--- config.mk ---
export PLATFORM = sky130hd
export DESIGN_NAME = command_frame_encoder_top
export DESIGN_NICKNAME = d
export VERILOG_FILES = /design/src/cfe_pkg.sv /design/src/command_frame_encoder_top.sv
export SDC_FILE = /design/constraint.sdc
export NUM_CORES = 1
export LEC_CHECK = 0
export BUFFER_PORTS_ARGS = -buffer_cell sky130_fd_sc_hd__buf_2
export CAP_MARGIN = 20
export CORE_MARGIN = 2
export CORE_UTILIZATION = 55
export DETAILED_ROUTE_END_ITERATION = 10
export GPL_ROUTABILITY_DRIVEN = 0
export PLACE_DENSITY = 0.74
export SLEW_MARGIN = 20
export SYNTH_ARGS = -nofsm -noshare
export SYNTH_HDL_FRONTEND = slang
export SYNTH_SLANG_ARGS = --single-unit
export TNS_END_PERCENT = 10
--- constraint.sdc ---
create_clock -name clk -period 3.2 [get_ports clk]
set_input_delay 0.32 -clock clk [delete_from_list [all_inputs] [get_ports clk]]
set_output_delay 0.32 -clock clk [all_outputs]
set_load 0.01 [all_outputs]
--- src/cfe_pkg.sv ---
// Shared types and constants for the command frame encoder.
package cfe_pkg;

  typedef enum logic [3:0] {
    CMD_PING     = 4'd0,
    CMD_RESET    = 4'd1,
    CMD_POWEROFF = 4'd2,
    CMD_START    = 4'd3,
    CMD_START_WD = 4'd4,
    CMD_RELOAD   = 4'd5,
    CMD_BATTERY  = 4'd6,
    CMD_STATE    = 4'd7,
    CMD_FWD      = 4'd8,
    CMD_BACK     = 4'd9,
    CMD_LEFT     = 4'd10,
    CMD_RIGHT    = 4'd11,
    CMD_STOP     = 4'd12,
    CMD_MOVE     = 4'd13,
    CMD_TURN     = 4'd14,
    CMD_INVALID  = 4'd15
  } cmd_t;

  typedef enum logic [3:0] {
    ST_IDLE,
    ST_CONV,
    ST_LABEL,
    ST_SEP,
    ST_SIGN,
    ST_DIGIT,
    ST_SUM,
    ST_END,
    ST_BAD
  } state_t;

  localparam int          CMD_W       = 4;
  localparam logic [19:0] FIXED_SPEED = 20'd500000;
  localparam logic [7:0]  SEP_CHAR    = 8'h3D;
  localparam logic [7:0]  MINUS_CHAR  = 8'h2D;
  localparam logic [7:0]  END_CHAR    = 8'h0D;
  localparam logic [7:0]  DIGIT_BASE  = 8'h30;

  // Label letter that opens the frame of each valid command.
  function automatic logic [7:0] label_of(input cmd_t cmd);
    logic [7:0] lbl;
    case (cmd)
      CMD_PING:     lbl = 8'h70;  // p
      CMD_RESET:    lbl = 8'h72;  // r
      CMD_POWEROFF: lbl = 8'h7A;  // z
      CMD_START:    lbl = 8'h75;  // u
      CMD_START_WD: lbl = 8'h57;  // W
      CMD_RELOAD:   lbl = 8'h77;  // w
      CMD_BATTERY:  lbl = 8'h76;  // v
      CMD_STATE:    lbl = 8'h62;  // b
      CMD_FWD, CMD_BACK, CMD_STOP, CMD_MOVE: lbl = 8'h4D;  // M
      CMD_LEFT, CMD_RIGHT, CMD_TURN:         lbl = 8'h54;  // T
      default:      lbl = 8'h00;
    endcase
    return lbl;
  endfunction

endpackage

--- src/command_frame_encoder_top.sv ---
// Command frame encoder: turns one command word into its serial ASCII frame.
//
//  channel  | direction | payload
//  ---------+-----------+------------------------------------------------------
//  in_      | slave     | tdata: command[3:0], argument[ARG_WIDTH+3:4], zero pad
//  out_     | master    | tdata: frame_byte[7:0]; tlast: last_byte; tuser: bad_command
//
// Sequence per word: a plain command is taken, then sends its label, checksum and end byte.
// A motion command first runs one shift-and-add-3 step of the binary to decimal converter
// per bit of MAG_W (the larger of ARG_WIDTH and 20, 32 by default) and puts the separator,
// a sign if negative and NUM_DIG digits (10 by default, leading zeros hidden) after the label.
// Each output byte waits while out_tready is low, and no new input word is taken until
// the closing word has gone. Reset only returns the sequencer to idle.
module command_frame_encoder_top #(
  parameter int ARG_WIDTH = 32
) (
  input  logic                                  clk,
  input  logic                                  rst_n,
  input  logic                                  in_tvalid,
  output logic                                  in_tready,
  // Fields from bit 0 up: command (4 bits), argument (ARG_WIDTH bits), zero pad.
  input  logic [((cfe_pkg::CMD_W+ARG_WIDTH+7)/8)*8-1:0] in_tdata,
  output logic                                  out_tvalid,
  input  logic                                  out_tready,
  // Fields from bit 0 up: frame_byte (8 bits).
  output logic [7:0]                            out_tdata,
  output logic                                  out_tlast,
  // Fields from bit 0 up: bad_command (1 bit).
  output logic                                  out_tuser
);

  // The magnitude register must also hold the fixed speed of 500000.
  localparam int MAG_W   = (ARG_WIDTH > 20) ? ARG_WIDTH : 20;
  // Decimal digits needed for MAG_W bits: floor(MAG_W * log10(2)) + 1.
  localparam int NUM_DIG = (MAG_W * 30103) / 100000 + 1;
  localparam int BCD_W   = NUM_DIG * 4;
  localparam int CNT_W   = $clog2(MAG_W);
  localparam int DIG_W   = $clog2(NUM_DIG);

  cfe_pkg::state_t      state_r, state_nxt;
  logic [7:0]           label_r;
  logic                 motion_r;
  logic                 neg_r;
  logic [MAG_W-1:0]     mag_r;
  logic [BCD_W-1:0]     bcd_r;
  logic [CNT_W-1:0]     cnt_r;
  logic [DIG_W-1:0]     dig_r;
  logic                 started_r;
  logic [7:0]           sum_r;

  cfe_pkg::cmd_t        in_cmd;
  logic [ARG_WIDTH-1:0] in_arg;
  logic [ARG_WIDTH-1:0] arg_abs;
  logic [BCD_W-1:0]     bcd_adj;
  logic [3:0]           cur_dig;
  logic                 dig_show;
  logic                 dig_last;
  logic                 in_fire;
  logic                 out_fire;
  logic                 conv_done;

  assign in_cmd    = cfe_pkg::cmd_t'(in_tdata[cfe_pkg::CMD_W-1:0]);
  assign in_arg    = in_tdata[cfe_pkg::CMD_W +: ARG_WIDTH];
  assign arg_abs   = in_arg[ARG_WIDTH-1] ? (~in_arg + 1'b1) : in_arg;
  assign in_fire   = in_tvalid && in_tready;
  assign out_fire  = out_tvalid && out_tready;
  assign conv_done = (cnt_r == CNT_W'(MAG_W - 1));

  // The most significant BCD digit always sits at the top; digits shift up.
  assign cur_dig  = bcd_r[BCD_W-1 -: 4];
  assign dig_last = (dig_r == DIG_W'(NUM_DIG - 1));
  assign dig_show = started_r || (cur_dig != 4'd0) || dig_last;

  // Shared converter step: add 3 to every digit of 5 or more before the shift.
  always_comb begin
    for (int d = 0; d < NUM_DIG; d++) begin
      bcd_adj[d*4 +: 4] = (bcd_r[d*4 +: 4] >= 4'd5) ? (bcd_r[d*4 +: 4] + 4'd3)
                                                     : bcd_r[d*4 +: 4];
    end
  end

  // Next state.
  always_comb begin
    state_nxt = state_r;
    case (state_r)
      cfe_pkg::ST_IDLE: begin
        if (in_fire) begin
          if (in_cmd == cfe_pkg::CMD_INVALID) begin
            state_nxt = cfe_pkg::ST_BAD;
          end else if (in_cmd >= cfe_pkg::CMD_FWD) begin
            state_nxt = cfe_pkg::ST_CONV;
          end else begin
            state_nxt = cfe_pkg::ST_LABEL;
          end
        end
      end
      cfe_pkg::ST_CONV: begin
        if (conv_done) begin
          state_nxt = cfe_pkg::ST_LABEL;
        end
      end
      cfe_pkg::ST_LABEL: begin
        if (out_fire) begin
          state_nxt = motion_r ? cfe_pkg::ST_SEP : cfe_pkg::ST_SUM;
        end
      end
      cfe_pkg::ST_SEP: begin
        if (out_fire) begin
          state_nxt = neg_r ? cfe_pkg::ST_SIGN : cfe_pkg::ST_DIGIT;
        end
      end
      cfe_pkg::ST_SIGN: begin
        if (out_fire) begin
          state_nxt = cfe_pkg::ST_DIGIT;
        end
      end
      cfe_pkg::ST_DIGIT: begin
        if (dig_last && out_fire) begin
          state_nxt = cfe_pkg::ST_SUM;
        end
      end
      cfe_pkg::ST_SUM: begin
        if (out_fire) begin
          state_nxt = cfe_pkg::ST_END;
        end
      end
      cfe_pkg::ST_END, cfe_pkg::ST_BAD: begin
        if (out_fire) begin
          state_nxt = cfe_pkg::ST_IDLE;
        end
      end
      default: state_nxt = cfe_pkg::ST_IDLE;
    endcase
  end

  // Outputs.
  always_comb begin
    in_tready  = 1'b0;
    out_tvalid = 1'b0;
    out_tdata  = 8'h00;
    out_tlast  = 1'b0;
    out_tuser  = 1'b0;
    case (state_r)
      cfe_pkg::ST_IDLE: begin
        in_tready = 1'b1;
      end
      cfe_pkg::ST_LABEL: begin
        out_tvalid = 1'b1;
        out_tdata  = label_r;
      end
      cfe_pkg::ST_SEP: begin
        out_tvalid = 1'b1;
        out_tdata  = cfe_pkg::SEP_CHAR;
      end
      cfe_pkg::ST_SIGN: begin
        out_tvalid = 1'b1;
        out_tdata  = cfe_pkg::MINUS_CHAR;
      end
      cfe_pkg::ST_DIGIT: begin
        out_tvalid = dig_show;
        out_tdata  = cfe_pkg::DIGIT_BASE | {4'h0, cur_dig};
      end
      cfe_pkg::ST_SUM: begin
        out_tvalid = 1'b1;
        out_tdata  = sum_r;
      end
      cfe_pkg::ST_END: begin
        out_tvalid = 1'b1;
        out_tdata  = cfe_pkg::END_CHAR;
        out_tlast  = 1'b1;
      end
      cfe_pkg::ST_BAD: begin
        out_tvalid = 1'b1;
        out_tlast  = 1'b1;
        out_tuser  = 1'b1;
      end
      default: begin
        in_tready = 1'b0;
      end
    endcase
  end

  // Control state.
  always_ff @(posedge clk) begin
    if (!rst_n) begin
      state_r <= cfe_pkg::ST_IDLE;
    end else begin
      state_r <= state_nxt;
    end
  end

  // Datapath registers.
  always_ff @(posedge clk) begin
    if (in_fire) begin
      label_r   <= cfe_pkg::label_of(in_cmd);
      motion_r  <= (in_cmd >= cfe_pkg::CMD_FWD);
      bcd_r     <= '0;
      cnt_r     <= '0;
      dig_r     <= '0;
      started_r <= 1'b0;
      sum_r     <= 8'h00;
      case (in_cmd)
        cfe_pkg::CMD_FWD, cfe_pkg::CMD_RIGHT: begin
          neg_r <= 1'b0;
          mag_r <= MAG_W'(cfe_pkg::FIXED_SPEED);
        end
        cfe_pkg::CMD_BACK, cfe_pkg::CMD_LEFT: begin
          neg_r <= 1'b1;
          mag_r <= MAG_W'(cfe_pkg::FIXED_SPEED);
        end
        cfe_pkg::CMD_MOVE, cfe_pkg::CMD_TURN: begin
          neg_r <= in_arg[ARG_WIDTH-1];
          mag_r <= MAG_W'(arg_abs);
        end
        default: begin
          neg_r <= 1'b0;
          mag_r <= '0;
        end
      endcase
    end else begin
      case (state_r)
        cfe_pkg::ST_CONV: begin
          bcd_r <= {bcd_adj[BCD_W-2:0], mag_r[MAG_W-1]};
          mag_r <= {mag_r[MAG_W-2:0], 1'b0};
          cnt_r <= cnt_r + 1'b1;
        end
        cfe_pkg::ST_DIGIT: begin
          // A hidden leading zero advances at once; a shown digit waits.
          if (!dig_show || out_fire) begin
            bcd_r <= {bcd_r[BCD_W-5:0], 4'h0};
            dig_r <= dig_r + 1'b1;
          end
          if (out_fire) begin
            started_r <= 1'b1;
            sum_r     <= sum_r ^ out_tdata;
          end
        end
        cfe_pkg::ST_LABEL, cfe_pkg::ST_SEP, cfe_pkg::ST_SIGN: begin
          if (out_fire) begin
            sum_r <= sum_r ^ out_tdata;
          end
        end
        default: begin
          sum_r <= sum_r;
        end
      endcase
    end
  end

`ifndef NO_ASSERTIONS
  // The block never offers a result while it is open for a new word.
  a_busy_excl: assert property (@(posedge clk) disable iff (!rst_n)
    !(in_tready && out_tvalid))
    else $error("input ready while a result is offered");

  // The error flag only rides on a closing word.
  a_bad_last: assert property (@(posedge clk) disable iff (!rst_n)
    out_tuser |-> out_tlast)
    else $error("bad_command without last_byte");

  // Once the closing word is taken, the block is free again.
  a_free_after_last: assert property (@(posedge clk) disable iff (!rst_n)
    (out_tvalid && out_tready && out_tlast) |=> in_tready)
    else $error("not ready after the end of a frame");

  // Digit bytes are always ASCII '0' to '9'.
  a_digit_ascii: assert property (@(posedge clk) disable iff (!rst_n)
    (state_r == cfe_pkg::ST_DIGIT && out_tvalid) |->
      (out_tdata[7:4] == 4'h3 && out_tdata[3:0] <= 4'd9))
    else $error("digit byte out of range");
`endif

endmodule

==> results by stage, run 1 <==
Global routing:
- The most heavily used metal layer in global routing is met2.
- The aggregate global routing overflow is 0.
- The maximum number of pins on one net before global-route repair is 48.
- In the global route stage, met2 resource usage came out at 0.383.
- The first global-routing pass estimated 24,400 um of wire.
- The number of global-route vias before repair is about 5,500.
- In the global route stage, met3 resource usage came out at 0.0557.
- The initial antenna violation count was 0.
- The total routing resource utilization after global routing is 0.229.
- The met1 track demand over resource in global routing is 0.288.

Clock network:
- After clock tree synthesis, the setup repair step added 0 buffers.
- After clock tree synthesis, the repair step resized 0 gates.
- Clock-pin slew was measured on the worst setup and hold paths at 0.07 ns.
- Clock latency on the worst-skew pair, taken at its later pin, is 0.35 ns.
- The number of H-tree levels is 3.
- The number of hold buffers added after CTS was 0.
- The clock sink total is 103.
- The TritonCTS clock tree is yes.
- In this run the clock root is driven by a sky130_fd_sc_hd__clkbuf_16.
- The maximum buffer depth of the clock tree is 2.
- Clock tree synthesis inserted a total of 9 buffers.

Synth:
- After synthesis, the mean cell area works out to 8.55 um2.
- The net count after synthesis is about 840.
- The number of library cell types mapped by synthesis is 58.
- The flip-flop and latch count after synthesis is 103.
- Of the total synthesized cell area, the portion taken by full adders, half adders and majority gates is 0.0590.
- The fraction of synthesis flops using an asynchronous set or reset pin is 0.
- The most used flip-flop cell after synthesis is sky130_fd_sc_hd__dfxtp_1.
- After synthesis, the largest family of logic cells by area is compound AO/OA/AOI/OAI gates.
- After synthesis, the share of cell area in mux cells is 0.0461.
- The share of the Yosys chip area taken by registers is 0.376.
- Synthesis handed over a netlist of 768 instances.
- The cell area that synthesis handed to floorplanning was roughly 6600 um2.
- The number of flops mapped to enable cells by yosys is between 40 and 50.
- For this run, the number of Yosys warnings is 0.
- Of the total synthesized cell area, the portion taken by XOR and XNOR cells is 0.0653.
- Of the total synthesized cell area, the portion taken by AND, OR, NAND and NOR gates is 0.186.
- The complex-gate fraction of the synthesized area is 0.221.

STA:
- Derived from the worst setup path, the maximum achievable clock frequency is around 0.35 GHz.
- The portion of the clock cycle consumed by the worst path in the final layout is 0.895.
- Setup total negative slack on the finished layout was measured at 0 ns.
- The hold violation count in the final report was 0.
- The largest clock skew in the final design is 0.00745 ns.
- Setup violations remaining at the end of the flow were counted as 0.
- The minimum period implied by the final worst setup slack is about 2.9 ns.
- The count of pins over their slew limit is 0.
- The worst relative slew slack is 0.424.
- Setup repair after global routing left no endpoint under its margin.
- The least setup slack across all paths after layout is between 0.3 and 0.4 ns.
- The transition at the pin with the smallest max-transition slack is 0.862 ns.

Cells and area:
- For this run, the post-layout net count is between 800 and 900.
- Leaving out fill and tap cells, the most frequent cell in the layout is sky130_fd_sc_hd__nand2_1.
- After the flow finishes, the layout carries non-filler instances totaling approximately 950.
- The share of post-route cells with drive strength above 1 is 0.128.
- From synthesis to final layout, the design area changed by 10.1%.
- Leaving out fill and tap cells, the most frequent cells in the layout are 80 x sky130_fd_sc_hd__nand2_1, 74 x sky130_fd_sc_hd__a21oi_1, 64 x sky130_fd_sc_hd__o21ai_1, 62 x sky130_fd_sc_hd__dfxtp_1, 51 x sky130_fd_sc_hd__buf_2.
- The antenna diode count is 0.

Power:
- The net switching power figure is 2.43 mW.
- For this design the static power due to leakage is 2.89 nW.
- The share of power burned in combinational logic is 0.427.
- The share of total power dissipated in sequential elements is 0.397.
- Dividing total power by cell area gives a power density of 833 nW/um2.
- The internal power contribution is 3.59 mW.
- The share of total power dissipated in the clock network is 0.176.
- IR analysis of the VDD net gives a maximum drop of 0.000404 V.
- The switching power as a share of total power is 0.404.

Min path:
- The number of instances on the worst hold path is 3.
- The type of the most critical hold path is input port to flop.
- The worst hold path begins at rst_n.

Setup path:
- Data on the critical path arrives at its endpoint at 2.54 ns.
- The required time at the worst-slack endpoint is 2.88 ns.
- The type of destination of the critical path is an output port.
- The startpoint identified for the worst register-to-register timing path is state_r[1].
- The worst setup path is of the flop to output port kind.
- The length in cells of the worst reg-to-reg path is 5.
- Along the worst path, the maximum fanout reaches 28.
- Tracing the worst setup path back leads to its startpoint at state_r[1].
- The sort of element at the start of the critical path is a flop.

Floorplanning:
- The x dimension of the die is 113 um.
- The core region is 11,500 um2.
- The floorplan has 39 rows.
- During I/O placement, the number of pins put on the boundary was 56.
- For this configuration, the core starts out at a cell density of 0.571.
- The height of the die is roughly 110 um.
- The floorplan step defined a die boundary enclosing roughly 13,000 um2.

Route:
- The final wirelength is 14,100 um.
- For this run, design rule violations remaining after detail routing come to 0.
- After detailed routing, the average wire length per cell comes to ~15 um.
- The via density per instance is between 5 and 6.
- The final route contains 5,584 vias.
- The first-pass iteration count of the detailed router is 5.
- The DRC marker count from the first detailed-route iteration is about 420.
- The count of nets left with antenna violations once routing finished came out at 0.

Place:
- The number of buffer cells added on primary ports is 51.
- Counting tap cells, the placed design contains a total of roughly 930 instances.
- Summed over all nets, the half-perimeter wirelength after detailed placement is about 10000 um.
- The worst setup slack after placement is 0.611 ns.

Flow run:
- Max-cap violations in this run came to 0.

Outcome:
- The run finished with clean final reports.
path summary, 6_finish.rpt:
| check | to | slack, ns |
|---|---|---|
| worst max-delay path | out_tvalid | 0.34 |
| worst max register to register | mag_r[16] | 0.62 |
| worst min register to register | cnt_r[4] | 0.47 |
| worst min-delay path | state_r[0] | 0.24 |
cell usage after synthesis, types with 7 or more instances:
master | n | area, um2
sky130_fd_sc_hd__inv_1 | 27 | 101
sky130_fd_sc_hd__o21a_1 | 11 | 82.6
sky130_fd_sc_hd__edfxtp_1 | 41 | 1230
sky130_fd_sc_hd__o21ai_1 | 65 | 325
sky130_fd_sc_hd__and3_1 | 11 | 68.8
sky130_fd_sc_hd__xor2_1 | 31 | 272
sky130_fd_sc_hd__o41ai_2 | 7 | 114
sky130_fd_sc_hd__o211ai_1 | 11 | 82.6
sky130_fd_sc_hd__mux2i_1 | 28 | 280
sky130_fd_sc_hd__nand2b_1 | 30 | 188
sky130_fd_sc_hd__dfxtp_1 | 62 | 1240
sky130_fd_sc_hd__nand3_1 | 29 | 145
sky130_fd_sc_hd__ha_1 | 31 | 388
sky130_fd_sc_hd__nand2_1 | 81 | 304
sky130_fd_sc_hd__a21oi_1 | 74 | 370
sky130_fd_sc_hd__buf_2 | 7 | 35.0
sky130_fd_sc_hd__clkbuf_1 | 35 | 131
sky130_fd_sc_hd__nor2_1 | 32 | 120
sky130_fd_sc_hd__a32oi_1 | 9 | 78.8
sky130_fd_sc_hd__xnor2_1 | 18 | 158
sky130_fd_sc_hd__o21ai_0 | 31 | 155
sky130_fd_sc_hd__nor3_1 | 13 | 65.1
worst max-delay path: stages, from the launching register on:
cell	delay [ns]
sky130_fd_sc_hd__dfxtp_1	0.75
sky130_fd_sc_hd__nand4bb_2	0.29
sky130_fd_sc_hd__buf_4	0.35
sky130_fd_sc_hd__a21oi_1	0.09
sky130_fd_sc_hd__nor3_1	0.45
sky130_fd_sc_hd__inv_1	0.10
sky130_fd_sc_hd__buf_2	0.16
cell type report:
class	instances	area, um2
clock buffer	10	229
clock inverter	6	52.6
fill	972	4280
inverter	31	116
multi-input combinational	588	3820
sequential	103	2470
tap	143	179
timing repair buffer	64	365
state kept, by name (all words and copies together), names as in the netlist:
register	cells
cnt_r	5
mag_r	32
started_r	1
label_r	7
bcd_r	40
neg_r	1
state_r	4
motion_r	1
dig_r	4
sum_r	8
layer usage:
metal,routed length [um],share of wire,up-vias
li1,-,-,2830
met2,6790,0.48,117
met4,223,0.016,0
met5,0,0,-
met1,6510,0.46,2617
met3,593,0.042,20
logic make-up (layout without fill, tap and decap cells):
kind of cell,Yosys count,in the layout
compound gates,239,239
xor+xnor,49,49
fa+ha+maj,31,31
buf+inv,77,111
flops,103,103
mux,30,30
simple gates,239,239
power by group through the flow:
| stage | Combinational [mW] | Clock [mW] | Sequential, mW |
|---|---|---|---|
| floorplan | 2.04 | 0 | 2.25 |
| global placement | 2.45 | 0 | 2.39 |
| detailed placement | 2.57 | 0 | 2.41 |
| CTS | 2.58 | 1.08 | 2.39 |
| global route | 2.94 | 1.14 | 2.46 |
| finish | 2.57 | 1.06 | 2.39 |
through the flow:
stage,cell area [um2],hold WS (ns),power (mW),utilization
after floorplan,6570,0.421,4.29,-
after global placement,6950,0.439,4.83,0.604
after detailed placement,6950,0.449,4.98,0.604
after CTS,7240,0.222,6.05,0.628
after global routing,7240,0.266,6.54,0.628
final,7240,0.237,6.02,0.628
Note: power is estimated with default switching activity, not from simulation.
==> run 2, diff against run 1 <==
--- a/config.mk
+++ b/config.mk
@@ -7,7 +7,7 @@
 export LEC_CHECK = 0
 export BUFFER_PORTS_ARGS = -buffer_cell sky130_fd_sc_hd__buf_2
 export CAP_MARGIN = 20
-export CORE_MARGIN = 2
+export CORE_MARGIN = 1.5
 export CORE_UTILIZATION = 55
 export DETAILED_ROUTE_END_ITERATION = 10
 export GPL_ROUTABILITY_DRIVEN = 0
==> results by stage, run 2 (synthesis results as in run 1) <==
Cells and area:
- The register area is 2470 um2 (unchanged).
- The multi-input logic area is 3820 um2 (unchanged).
- In the layout the commonest cells are 80 x sky130_fd_sc_hd__nand2_1, 74 x sky130_fd_sc_hd__a21oi_1, 64 x sky130_fd_sc_hd__o21ai_1, 62 x sky130_fd_sc_hd__dfxtp_1, 51 x sky130_fd_sc_hd__buf_2.
- The library cell used most frequently in the layout, excluding fill and tap cells, is sky130_fd_sc_hd__nand2_1.
- In the final layout, the registers with the most flip-flops are bcd_r x40, mag_r x32, sum_r x8.
- The flip-flop count of the largest register, all copies and words added is 40 (unchanged).
- The share of post-route cells with drive strength above 1 is 0.130 (+0.00125).
- The layout filler cell count is 1,020 (+4.9%).
- Compared with the post-synthesis result, the final layout area differs by 10.4%.
- The antenna diode count came to 0 (unchanged).
- More flip-flops sit in one register than any other, and that register is bcd_r.
- The net count of the finished layout is 872 (unchanged).

Global routing:
- The first-pass GRT wire length is 23,700 um (-2.9%).
- The total routing resource utilization after global routing is 0.228 (-0.00147).
- The aggregate global routing overflow is 0 (unchanged).
- The number of global-route vias before repair is 5,288 (-3.5%).
- The initial antenna violation count came to 0 (unchanged).
- The maximum number of pins on one net before global-route repair is 48 (unchanged).

Setup path:
- The most critical setup path has its endpoint at out_tvalid.
- The worst setup slack for register-to-register paths is 0.56 ns (-0.06 ns).
- Traced cell by cell, the critical path runs through nand4bb_2 -> buf_4 -> a21oi_1 -> nor3_1 -> inv_1 -> buf_2.
- The slowest stage of the critical path belongs to the cell sky130_fd_sc_hd__dfxtp_1.
- The critical path starts at state_r[1].
- STA classifies the critical path endpoint as an output port.
- The required time at the worst-slack endpoint came to 2.88 ns (about the same).
- The arrival time of the worst setup path was 2.53 ns (about the same).
- The delay of the slowest cell on the worst path is 0.78 ns (+0.03 ns).
- The largest driver fanout on the critical path was 28 (unchanged).
- The reg-to-reg critical path endpoint is mag_r[18].
- The worst setup path category is flop to output port.
- The length in cells of the worst reg-to-reg path was 5 (unchanged).
- The sort of element at the start of the critical path is a flop.
- The source of the worst register-to-register timing path is state_r[1].

Route:
- The count of vias placed by the detailed router was 5,596 (+0.21%).
- The remaining number of nets flagged by the antenna check after routing came to 0 (unchanged).
- The final wirelength is 13,700 um (-2.7%).
- The via density per instance came to 5.92 (+0.21%).
- The DRC marker count from the first detailed-route iteration was 412 (-0.96%).
- The detailed-route DRC error count is 0 (unchanged).
- The average detailed-routed wire length per instance is 14.5 um (-2.7%).
- The first-pass iteration count of the detailed router is 5 (unchanged).

STA:
- The count of pins over their slew limit was 0 (unchanged).
- The maximum clock frequency was 0.351 GHz (+0.44%).
- The largest clock skew in the final design came to 0.00611 ns (-0.00134 ns).
- The worst relative slew slack is 0.427 (+0.00318).
- The hold violation count in the final report is 0 (unchanged).
- The post-route setup TNS was 0 ns (unchanged).
- The minimum period implied by the final worst setup slack is 2.85 ns (-0.0125 ns).
- The transition at the pin with the smallest max-transition slack was 0.857 ns (-0.00477 ns).
- The portion of the clock cycle consumed by the worst path in the final layout is 0.891 (-0.00391).
- The final setup violation count was 0 (unchanged).
- Setup repair after global routing left no endpoint under its margin.

Place:
- The number of buffer cells added on primary ports was 51 (unchanged).
- The sum of net half-perimeters after detailed placement is 9460 um (-4.0%).

Clock network:
- The number of resized instances in the post-cts repair step is 0 (unchanged).
- The clock slew seen by the registers of the worst setup and hold paths is 0.07 ns (about the same).
- TritonCTS built the clock tree.
- The number of H-tree levels is 3 (unchanged).
- The TritonCTS buffer count came to 9 (unchanged).
- The number of hold buffers added after cts was 0 (unchanged).
- The clock root buffer is sky130_fd_sc_hd__clkbuf_16.
- The buffer count from post-CTS setup fixing is 0 (unchanged).
- The clock sink total came to 103 (unchanged).
- The maximum buffer depth of the clock tree came to 2 (unchanged).
- The worst-skew pair later-pin latency was 0.36 ns (about the same).

Floorplanning:
- The area of the core is 11,500 um2 (unchanged).
- The standard-cell row count is 39 (unchanged).
- The number of top-level pins was 56 (unchanged).
- The overall die area is 12,600 um2 (-1.8%).
- The height of the die was 112 um (-0.88%).
- The starting utilization of the core area is 0.571 (unchanged).
- The x dimension of the die is 112 um (-0.88%).

Flow run:
- The number of maximum-capacitance violations is 0 (unchanged).

Power:
- The power density relative to cell area is 844 nW/um2 (+1.3%).
- The post-layout total power is 6.12 mW (+1.6%).
- The static power due to leakage came to 2.91 nW (+0.75%).
- The worst vdd rail ir drop is 0.000483 V (+20%).

Min path:
- The path class of the tightest hold or removal check is input port to flop.

Outcome:
- The flow ran to the end, and the final reports show no timing, DRC or antenna violations.
-- run 2: cell types whose count changed in the layout (fill, tap and decap cells not counted), sizes merged --
cell | previous run | this run
bufinv | 0 | 1
inv | 34 | 35
clkinvlp | 2 | 0
-- run 2: power by group --
| group | switching, mW | internal (mW) | leakage (nW) | total [mW] |
|---|---|---|---|---|
| Clock | 0.532 | 0.642 | 0.156 | 1.17 |
| Combinational | 1.50 | 1.06 | 1.85 | 2.56 |
| Sequential | 0.400 | 1.99 | 0.906 | 2.39 |
-- run 2: area by class of cell --
class | count | share of cell area
clock inverter | 6 | 0.0102
tap | 143 | 0.0247
timing repair buffer | 64 | 0.0486
inverter | 31 | 0.0160
multi-input combinational | 588 | 0.527
clock buffer | 10 | 0.0329
sequential | 103 | 0.341
-- run 2: per-layer routing --
layer / up-vias / track usage / routed length [um]
met5: - / 0 / 0
met4: 0 / 0.0844 / 207
met3: 18 / 0.0508 / 579
met2: 114 / 0.393 / 6810
met1: 2630 / 0.280 / 6140
li1: 2834 / - / -
-- run 2: per-stage QoR --
| stage | hold slack [ns] | area, um2 | util | std cells | worst slack, ns |
|---|---|---|---|---|---|
| finish | 0.237 | 7250 | 0.630 | 945 | 0.349 |
| global route | 0.255 | 7250 | 0.630 | 945 | 0.159 |
| floorplan | 0.421 | 6570 | - | 768 | 0.451 |
| detailed placement | 0.441 | 6940 | 0.603 | 929 | 0.561 |
| global placement | 0.440 | 6940 | 0.603 | 929 | 0.688 |
| CTS | 0.222 | 7250 | 0.630 | 945 | 0.351 |
-- run 2: how the worst min path moves through the flow --
stage	from	endpoint	cells after the start
after global routing	rst_n	state_r[0]	3
after detailed placement	sum_r[7]	sum_r[7]	1
final	rst_n	state_r[0]	3
after global placement	sum_r[7]	sum_r[7]	1
after CTS	rst_n	state_r[0]	3
after floorplan	sum_r[7]	sum_r[7]	1
-- run 2: worst max-delay path, delay by kind of cell, from the launching register on --
kind            cells  cell delay, ns
compound gates      1            0.08
buf+inv             3            0.58
flops               1            0.78
simple gates        2            0.73
